File: src/sv/ssq7_pkg.sv
package ssq7_pkg;

   // default geometry of the state store
   localparam int CHANNELS_DEF = 32;
   localparam int STATES_DEF   = 8;

   // field widths
   localparam int CH_W = 5;
   localparam int SI_W = 3;
   localparam int Q_W  = 8;
   localparam int H_W  = 16;

   // q7 arithmetic constants
   localparam int FRAC_BITS  = 7;
   localparam int ROUND_HALF = 64;
   localparam int Q7_MAX     = 127;
   localparam int Q7_MIN     = -127;

   // commands from the controller to the datapath
   typedef struct packed {
      logic clear_en;
      logic load;
      logic mul;
      logic rd;
      logic upd;
      logic wr_acc;
      logic out_load;
   } cmd_type;

   // status from the datapath to the controller
   typedef struct packed {
      logic clear_done;
      logic item_ok;
      logic last;
   } status_type;

endpackage

File: src/sv/ssq7_datapath.sv
module ssq7_datapath #(
   parameter int CHANNELS = ssq7_pkg::CHANNELS_DEF,
   parameter int STATES   = ssq7_pkg::STATES_DEF
) (
   input  logic                              clock,
   input  logic                              reset,
   input  ssq7_pkg::cmd_type                 cmd,
   output ssq7_pkg::status_type              status,
   input  logic [ssq7_pkg::CH_W-1:0]         req_channel,
   input  logic [ssq7_pkg::SI_W-1:0]         req_state_index,
   input  logic                              req_first_step,
   input  logic signed [ssq7_pkg::Q_W-1:0]   req_x_sample,
   input  logic signed [ssq7_pkg::Q_W-1:0]   req_step_size,
   input  logic signed [ssq7_pkg::Q_W-1:0]   req_a_coef,
   input  logic signed [ssq7_pkg::Q_W-1:0]   req_b_coef,
   input  logic signed [ssq7_pkg::Q_W-1:0]   req_c_coef,
   input  logic signed [ssq7_pkg::Q_W-1:0]   req_skip_coef,
   output logic signed [ssq7_pkg::Q_W-1:0]   rsp_y_out,
   output logic [ssq7_pkg::CH_W-1:0]         rsp_out_channel
);

   localparam int DEPTH  = CHANNELS * STATES;
   localparam int ADDR_W = (DEPTH > 1) ? $clog2(DEPTH) : 1;

   // captured transaction
   logic [ssq7_pkg::CH_W-1:0]       ch_ff;
   logic [ssq7_pkg::SI_W-1:0]       si_ff;
   logic                            first_ff;
   logic signed [ssq7_pkg::Q_W-1:0] x_ff, dt_ff, a_ff, b_ff, c_ff, skip_ff;

   always_ff @(posedge clock) begin
      if (cmd.load) begin
         ch_ff    <= req_channel;
         si_ff    <= req_state_index;
         first_ff <= req_first_step;
         x_ff     <= req_x_sample;
         dt_ff    <= req_step_size;
         a_ff     <= req_a_coef;
         b_ff     <= req_b_coef;
         c_ff     <= req_c_coef;
         skip_ff  <= req_skip_coef;
      end
   end

   // range checks and state address
   logic [31:0]       addr_full;
   logic [ADDR_W-1:0] addr;

   assign addr_full = 32'(ch_ff) * 32'(STATES) + 32'(si_ff);
   assign addr      = addr_full[ADDR_W-1:0];

   assign status.item_ok = (32'(ch_ff) < 32'(CHANNELS)) && (32'(si_ff) < 32'(STATES));
   assign status.last    = (32'(si_ff) == 32'(STATES - 1));

   // clearing pass counter
   logic [ADDR_W-1:0] clr_cnt_ff, clr_cnt_in;

   assign clr_cnt_in        = clr_cnt_ff + ADDR_W'(1);
   assign status.clear_done = (clr_cnt_ff == ADDR_W'(DEPTH - 1));

   always_ff @(posedge clock) begin
      if (reset) begin
         clr_cnt_ff <= '0;
      end else if (cmd.clear_en) begin
         clr_cnt_ff <= clr_cnt_in;
      end
   end

   // stage 1: rounded products for the transition and input gains, and the skip product
   logic signed [15:0] p_a, p_b, p_skip;
   logic signed [16:0] rnd_a, rnd_b;
   logic signed [7:0]  dta, db_in, da_in;
   logic signed [9:0]  da_sum;
   logic signed [8:0]  skx_in;
   logic signed [7:0]  da_ff, db_ff;
   logic signed [8:0]  skx_ff;

   assign p_a    = dt_ff * a_ff;
   assign p_b    = dt_ff * b_ff;
   assign p_skip = skip_ff * x_ff;
   assign rnd_a  = {p_a[15], p_a} + 17'(ssq7_pkg::ROUND_HALF);
   assign rnd_b  = {p_b[15], p_b} + 17'(ssq7_pkg::ROUND_HALF);
   assign dta    = rnd_a[14:7];
   assign db_in  = rnd_b[14:7];
   assign da_sum = {{2{dta[7]}}, dta} + 10'(ssq7_pkg::Q7_MAX);
   assign skx_in = p_skip[15:7];

   // clamp of the transition gain
   always_comb begin
      if (da_sum > ssq7_pkg::Q7_MAX) begin
         da_in = 8'(ssq7_pkg::Q7_MAX);
      end else if (da_sum < ssq7_pkg::Q7_MIN) begin
         da_in = 8'(ssq7_pkg::Q7_MIN);
      end else begin
         da_in = da_sum[7:0];
      end
   end

   always_ff @(posedge clock) begin
      if (cmd.mul) begin
         da_ff  <= da_in;
         db_ff  <= db_in;
         skx_ff <= skx_in;
      end
   end

   // hidden state store
   logic signed [ssq7_pkg::H_W-1:0] mem [DEPTH];
   logic signed [ssq7_pkg::H_W-1:0] rd_ff;
   logic signed [ssq7_pkg::H_W-1:0] hn_ff, hn_in;

   always_ff @(posedge clock) begin
      if (cmd.clear_en) begin
         mem[clr_cnt_ff] <= '0;
      end else if (cmd.wr_acc) begin
         mem[addr] <= hn_ff;
      end
      if (cmd.rd) begin
         rd_ff <= mem[addr];
      end
   end

   // stage 2: state update
   logic signed [15:0] h_old;
   logic signed [8:0]  h_shr;
   logic signed [16:0] prod_h;
   logic signed [15:0] prod_x;
   logic signed [17:0] h_sum;

   assign h_old  = first_ff ? 16'sd0 : rd_ff;
   assign h_shr  = h_old[15:7];
   assign prod_h = da_ff * h_shr;
   assign prod_x = db_ff * x_ff;
   assign h_sum  = {prod_h[16], prod_h} + {{2{prod_x[15]}}, prod_x};
   assign hn_in  = 16'($signed(h_sum[17:7]));

   always_ff @(posedge clock) begin
      if (cmd.upd) begin
         hn_ff <= hn_in;
      end
   end

   // stage 3: output projection into the accumulator
   logic signed [7:0]  proj;
   logic signed [15:0] cprod, acc_base, acc_in, acc_ff;

   assign proj     = hn_ff[14:7];
   assign cprod    = c_ff * proj;
   assign acc_base = (si_ff == '0) ? 16'sd0 : acc_ff;
   assign acc_in   = acc_base + cprod;

   always_ff @(posedge clock) begin
      if (reset) begin
         acc_ff <= '0;
      end else if (cmd.wr_acc) begin
         acc_ff <= acc_in;
      end
   end

   // stage 4: skip path, clamp and output register
   logic signed [9:0] y_sum;
   logic signed [7:0] y_in;
   logic signed [7:0] y_ff;
   logic [ssq7_pkg::CH_W-1:0] och_ff;

   assign y_sum = {acc_ff[15], acc_ff[15:7]} + {skx_ff[8], skx_ff};

   always_comb begin
      if (y_sum > ssq7_pkg::Q7_MAX) begin
         y_in = 8'(ssq7_pkg::Q7_MAX);
      end else if (y_sum < ssq7_pkg::Q7_MIN) begin
         y_in = 8'(ssq7_pkg::Q7_MIN);
      end else begin
         y_in = y_sum[7:0];
      end
   end

   always_ff @(posedge clock) begin
      if (cmd.out_load) begin
         y_ff   <= y_in;
         och_ff <= ch_ff;
      end
   end

   assign rsp_y_out       = y_ff;
   assign rsp_out_channel = och_ff;

endmodule

File: src/sv/ssq7_ctrl.sv
module ssq7_ctrl (
   input  logic                 clock,
   input  logic                 reset,
   input  logic                 req_valid,
   output logic                 req_ready,
   output logic                 rsp_valid,
   input  logic                 rsp_ready,
   input  ssq7_pkg::status_type status,
   output ssq7_pkg::cmd_type    cmd
);

   localparam logic [2:0] ST_CLEAR = 3'd0;
   localparam logic [2:0] ST_IDLE  = 3'd1;
   localparam logic [2:0] ST_MUL   = 3'd2;
   localparam logic [2:0] ST_UPD   = 3'd3;
   localparam logic [2:0] ST_ACC   = 3'd4;
   localparam logic [2:0] ST_OUT   = 3'd5;

   logic [2:0] state_ff, state_in;
   logic       rsp_valid_ff, rsp_valid_in;
   logic       out_free;

   assign out_free  = !rsp_valid_ff || rsp_ready;
   assign req_ready = (state_ff == ST_IDLE);
   assign rsp_valid = rsp_valid_ff;

   // next state and commands
   always_comb begin
      state_in = state_ff;
      cmd      = '0;
      case (state_ff)
         ST_CLEAR: begin
            cmd.clear_en = 1'b1;
            if (status.clear_done) begin
               state_in = ST_IDLE;
            end
         end
         ST_IDLE: begin
            if (req_valid) begin
               cmd.load = 1'b1;
               state_in = ST_MUL;
            end
         end
         ST_MUL: begin
            if (status.item_ok) begin
               cmd.mul  = 1'b1;
               cmd.rd   = 1'b1;
               state_in = ST_UPD;
            end else begin
               state_in = ST_IDLE;
            end
         end
         ST_UPD: begin
            cmd.upd  = 1'b1;
            state_in = ST_ACC;
         end
         ST_ACC: begin
            cmd.wr_acc = 1'b1;
            state_in   = status.last ? ST_OUT : ST_IDLE;
         end
         ST_OUT: begin
            if (out_free) begin
               cmd.out_load = 1'b1;
               state_in     = ST_IDLE;
            end
         end
         default: begin
            state_in = ST_IDLE;
         end
      endcase
   end

   // result valid flag
   always_comb begin
      if (cmd.out_load) begin
         rsp_valid_in = 1'b1;
      end else if (rsp_ready) begin
         rsp_valid_in = 1'b0;
      end else begin
         rsp_valid_in = rsp_valid_ff;
      end
   end

   always_ff @(posedge clock) begin
      if (reset) begin
         state_ff     <= ST_CLEAR;
         rsp_valid_ff <= 1'b0;
      end else begin
         state_ff     <= state_in;
         rsp_valid_ff <= rsp_valid_in;
      end
   end

endmodule

File: src/sv/selective_scan_q7_state_update.sv
// Q7 selective-scan state update, one state term per transaction.
// Input channel req_*: one term (channel, state index) with its x, dt and
// A, B, C, skip weights. Terms of one channel arrive in state order; index 0
// restarts the output sum, index STATES-1 produces one result transaction.
// Result channel rsp_*: the clamped Q7 output y and its channel.
// Sequence: a term is accepted, then takes the gain products, the state update,
// and the state write-back and accumulate in turn; the last term of a channel
// then loads the output register, waiting while an earlier result is still
// held and not taken. A term whose channel or state index is out of range
// is dropped at the gain-product step. The rate is set by the state memory
// read-modify-write and the chained multiplies of the controller sequence.
// Reset: the block first zeroes the state memory, one word per cycle, with
// req_ready low; the accumulator resets to zero.
// Stall: a finished result waits in the output register; the next terms are
// still taken, and only a further result waits until rsp_ready frees it.
module selective_scan_q7_state_update #(
   parameter int CHANNELS = ssq7_pkg::CHANNELS_DEF,
   parameter int STATES   = ssq7_pkg::STATES_DEF
) (
   input  logic                              clock,
   input  logic                              reset,
   input  logic                              req_valid,
   output logic                              req_ready,
   input  logic [ssq7_pkg::CH_W-1:0]         req_channel,
   input  logic [ssq7_pkg::SI_W-1:0]         req_state_index,
   input  logic                              req_first_step,
   input  logic signed [ssq7_pkg::Q_W-1:0]   req_x_sample,
   input  logic signed [ssq7_pkg::Q_W-1:0]   req_step_size,
   input  logic signed [ssq7_pkg::Q_W-1:0]   req_a_coef,
   input  logic signed [ssq7_pkg::Q_W-1:0]   req_b_coef,
   input  logic signed [ssq7_pkg::Q_W-1:0]   req_c_coef,
   input  logic signed [ssq7_pkg::Q_W-1:0]   req_skip_coef,
   output logic                              rsp_valid,
   input  logic                              rsp_ready,
   output logic signed [ssq7_pkg::Q_W-1:0]   rsp_y_out,
   output logic [ssq7_pkg::CH_W-1:0]         rsp_out_channel
);

   ssq7_pkg::cmd_type    cmd;
   ssq7_pkg::status_type status;

   // sequencer
   ssq7_ctrl u_ctrl (
      .clock     (clock),
      .reset     (reset),
      .req_valid (req_valid),
      .req_ready (req_ready),
      .rsp_valid (rsp_valid),
      .rsp_ready (rsp_ready),
      .status    (status),
      .cmd       (cmd)
   );

   // arithmetic, state memory and output register
   ssq7_datapath #(
      .CHANNELS (CHANNELS),
      .STATES   (STATES)
   ) u_datapath (
      .clock           (clock),
      .reset           (reset),
      .cmd             (cmd),
      .status          (status),
      .req_channel     (req_channel),
      .req_state_index (req_state_index),
      .req_first_step  (req_first_step),
      .req_x_sample    (req_x_sample),
      .req_step_size   (req_step_size),
      .req_a_coef      (req_a_coef),
      .req_b_coef      (req_b_coef),
      .req_c_coef      (req_c_coef),
      .req_skip_coef   (req_skip_coef),
      .rsp_y_out       (rsp_y_out),
      .rsp_out_channel (rsp_out_channel)
   );

endmodule

File: config.mk
export PLATFORM = sky130hd
export DESIGN_NAME = selective_scan_q7_state_update
export DESIGN_NICKNAME = d
export VERILOG_FILES = /design/src/sv/ssq7_pkg.sv /design/src/sv/ssq7_datapath.sv /design/src/sv/ssq7_ctrl.sv /design/src/sv/selective_scan_q7_state_update.sv
export SDC_FILE = /design/constraint.sdc
export NUM_CORES = 2
export LEC_CHECK = 0
export ABC_AREA = 1
export BUFFER_PORTS_ARGS = -buffer_cell sky130_fd_sc_hd__buf_2
export CAP_MARGIN = 20
export CORE_AREA = 3 3 369 371
export CTS_BUF_LIST = sky130_fd_sc_hd__clkbuf_4 sky130_fd_sc_hd__clkbuf_8
export DETAILED_ROUTE_END_ITERATION = 10
export DIE_AREA = 0 0 372 374
export GPL_ROUTABILITY_DRIVEN = 0
export PLACE_DENSITY_LB_ADDON = 0.3
export SLEW_MARGIN = 25
export SYNTH_ARGS = -nofsm -noshare
export SYNTH_HDL_FRONTEND = slang
export SYNTH_HIERARCHICAL = 1
export SYNTH_SLANG_ARGS = --single-unit
export TNS_END_PERCENT = 10
File: constraint.sdc
create_clock -name clock -period 14.7 [get_ports clock]
set_clock_uncertainty 0.2 [all_clocks]
set_input_delay 0.735 -clock clock [delete_from_list [all_inputs] [get_ports clock]]
set_output_delay 0.735 -clock clock [all_outputs]
set_load 0.02 [all_outputs]
==> results_dict.tcl <==
set metrics [dict create \
    final.period_utilization_pct 41.45 \
    power-per-cell-area_nw_per_um2 94.82 \
    cp_cell_sequence "inv_1, nand2_1, nor2_1, fa_1, fa_1, inv_1, fa_1, fa_1, fa_1, fa_1, inv_1, ha_1, nand2_1, nor2_1, nand3_1, nor2_1, nand2_1, nand2_1, a21oi_1, xor2_1" \
    biggestRegsByFlops "u_datapath/mem: 1024 flops, u_datapath/acc_ff: 16 flops, u_datapath/skx_ff: 9 flops" \
    path_max_fanout 7 \
    chipHeight_um 374 \
    route.antenna.remaining_nets 0 \
    antenna_violations_before_repair 2 \
    hold_ws_ns 0.1341 \
    wl_per_cell_um 19.72 \
    final-hold-violation-count 0 \
    floorplan.core_area_um2 133300 \
    yosys_register_bits 1155 \
    fin_crit_ns 6.093 \
    cp.required_ns 15.13 \
    drt-pass1-iter-count 6 \
    fp.dieW_um 372 \
    total_global_routing_overflow 0 \
    flip_flop_count_of_the_largest_register_after_layout 1024 \
    root_buffer_master "clkbuf_8" \
    leading_cell_type_in_the_layout_fill_and_taps_excluded "nand2_1" \
    cts-hold-fix-buffers 58 \
    end_kind "flop" \
    critPathBufInv 3 \
    area_delta_synth_final_pct 10.07 \
    number_of_vias_per_cell 5.285 \
    cts.sinks 1155 \
    synth_warnings 6 \
    mean_instance_size_in_the_synthesized_netlist_um2 10.58 \
    critical_path_class "flop to flop" \
    max-clock-path-buffers 3 \
    cts_resized 0 \
    final_cells 7792 \
    finalSetupTns_ns 0 \
    tritoncts "done" \
    timing.slew.headroom_pct 25.03 \
    ios 76 \
    p_leak_uw 0.02830 \
    timing.final.setup_violations 0 \
    initial_utilization_pct 45.92 \
    cp_top_family "adder cells" \
    async_set_or_reset_flop_fraction_in_the_synthesized_netlist_pct 0 \
    drt-total-wl_mm 153.7 \
    synth_flop_cell "edfxtp_1" \
    max-vdd-ir-drop_v 0.00009494 \
    htree_num_levels 4 \
    globalRouteTotalUtil_pct 22.23 \
    clk_pin_slew_ns 0.06 \
    max_slew.worst_pin.slew_ns 1.125 \
    number_of_enable_type_register_cells_in_the_synthesized_netlist 1127 \
    global_route_wire_length_before_repair_mm 238.1 \
    share_of_synthesized_area_occupied_by_flip_flops_and_latches_pct 56.21 \
    holdCritPathClass "input port to flop" \
    std_cell_rows 134 \
    library_cell_contributing_the_largest_single_delay_on_the_critical_path "fa_1" \
    timing.final.max_slew_violations 0 \
    synth.distinct_cells 54 \
    final_nets 6417 \
    dpl.cell_count 7399 \
    drv.max_cap_violation_count 0 \
    die_area_um2 139100 \
    placement.io_buffers 75 \
    maximum_number_of_pins_on_one_net_before_global_route_repair 226 \
    achievable-frequency_mhz 164.1 \
    drive_above_1_share_pct 8.769 \
    status "finished clean" \
    critPathMostFrequentCell "fa_1" \
    cts_inserted_buffers 183 \
    drcViolationCount 0 \
    dr_total_vias 41180 \
    stdcell_area_um2 67370 \
    placed_cell_area_um2 63050 \
    max_flop_register "u_datapath/mem" \
    most_frequent_cells_in_the_layout "nand2_1 (1926), edfxtp_1 (1127), inv_1 (622)" \
    fill_cells 11910 \
    hpwlAfterDp_mm 94.59 \
    synth_nets 6329 \
    worst_endpoint_data_arrival_time_ns 6.52 \
    max_stage_delay_ns 0.68 \
    syn_inst 5787 \
    netlist_area_um2 61210 \
    number_of_buffers_inserted_by_post_cts_setup_repair 0 \
    startpoint_type_of_the_worst_setup_path "flop" \
    drt-initial-drc-count 3763 \
    vias_in_the_first_global_route 41450 \
    rsz_0062_raised_after_global_routing "false" \
    worstSkewPairLatency_ns 0.91 \
]
-- routing by layer --
layer / vias to the layer above / global-route usage [%] / wire [um]
met3: 299 / 3.938 / 12020
met4: 2 / 7.146 / 4779
met1: 20120 / 30.56 / 64830
met5: - / 0 / 13
met2: 1510 / 35.90 / 72030
li1: 19250 / - / -
-- cell type report --
cell class	count	area [um2]	share of cell area [%]
diodes	3	7.507	0.01114
clock buffers	247	3024	4.489
repair buffers	185	1436	2.132
flip-flops and latches	1155	34400	51.06
clock inverters	84	660.6	0.9806
inverters	643	2436	3.616
multi-input cells	3707	23190	34.43
well taps	1768	2212	3.283
-- cell usage after synthesis, types with 19 or more instances --
| master | n | area (um2) |
|---|---|---|
| or2_2 | 24 | 150.1 |
| a21oi_1 | 247 | 1236 |
| nand2_1 | 1928 | 7237 |
| dfxtp_1 | 28 | 560.5 |
| o2111ai_1 | 108 | 945.9 |
| nor2_2 | 19 | 118.9 |
| a21boi_0 | 115 | 863.3 |
| inv_1 | 624 | 2342 |
| edfxtp_1 | 1127 | 33840 |
| buf_1 | 23 | 86.33 |
| clkbuf_1 | 173 | 649.4 |
| nand3_1 | 161 | 805.8 |
| xnor2_1 | 28 | 245.2 |
| xor2_1 | 37 | 324.1 |
| fa_1 | 314 | 6286 |
| o21ai_0 | 39 | 195.2 |
| nor3_1 | 23 | 115.1 |
| buf_2 | 67 | 335.3 |
| nor2_1 | 370 | 1389 |
| ha_1 | 167 | 2090 |
-- per-stage QoR --
step,total power [uW],util [%],setup WS [ns]
after floorplan,3651,-,6.008
after global placement,3681,47.31,8.672
after detailed placement,3681,47.31,8.667
after CTS,6449,50.51,8.594
after global routing,6590,50.54,8.200
final,6388,50.55,8.607
-- cells by family after synthesis --
| kind of cell | share of synthesized area, % |
|---|---|
| and+or+nand+nor | 16.96 |
| DFF | 56.21 |
| buffers and inverters | 6.032 |
| AOI/OAI and AO/OA | 6.081 |
| adders and majority gates | 13.68 |
| xor gates and xnor gates | 0.9301 |
| muxes | 0.09812 |
| other | 0.006127 |
-- report_power, final --
part	total [uW]	internal, uW	switching, uW	leakage [uW]
combinational	59.7	20.4	39.3	0.0152
sequential	3570	3560	1.39	0.0112
clock	2760	1450	1320	0.00194
-- worst register-to-register path: stages, from the launching register on --
cell and delay, ns:
edfxtp_1 0.39, inv_1 0.12, nand2_1 0.16, nor2_1 0.32, fa_1 0.56, fa_1 0.58
inv_1 0.12, fa_1 0.69, fa_1 0.49, fa_1 0.47, fa_1 0.50, inv_1 0.04
ha_1 0.32, nand2_1 0.10, nor2_1 0.15, nand3_1 0.11, nor2_1 0.11, nand2_1 0.06
nand2_1 0.11, a21oi_1 0.09, xor2_1 0.14
-- worst paths after layout --
check,start,to,slack (ns),depth (start not counted)
worst min register to register,u_datapath/acc_ff[0]$_SDFFE_PP0P_,u_datapath/acc_ff[0]$_SDFFE_PP0P_,0.26,2
worst max register to register,u_datapath/first_ff$_DFFE_PP_,u_datapath/hn_ff[10]$_DFFE_PP_,8.61,20
worst min-delay path,req_valid,u_datapath/skip_ff[1]$_DFFE_PP_,0.13,3
worst max-delay path,u_datapath/first_ff$_DFFE_PP_,u_datapath/hn_ff[10]$_DFFE_PP_,8.61,20
(Power assumes the default switching activity.)
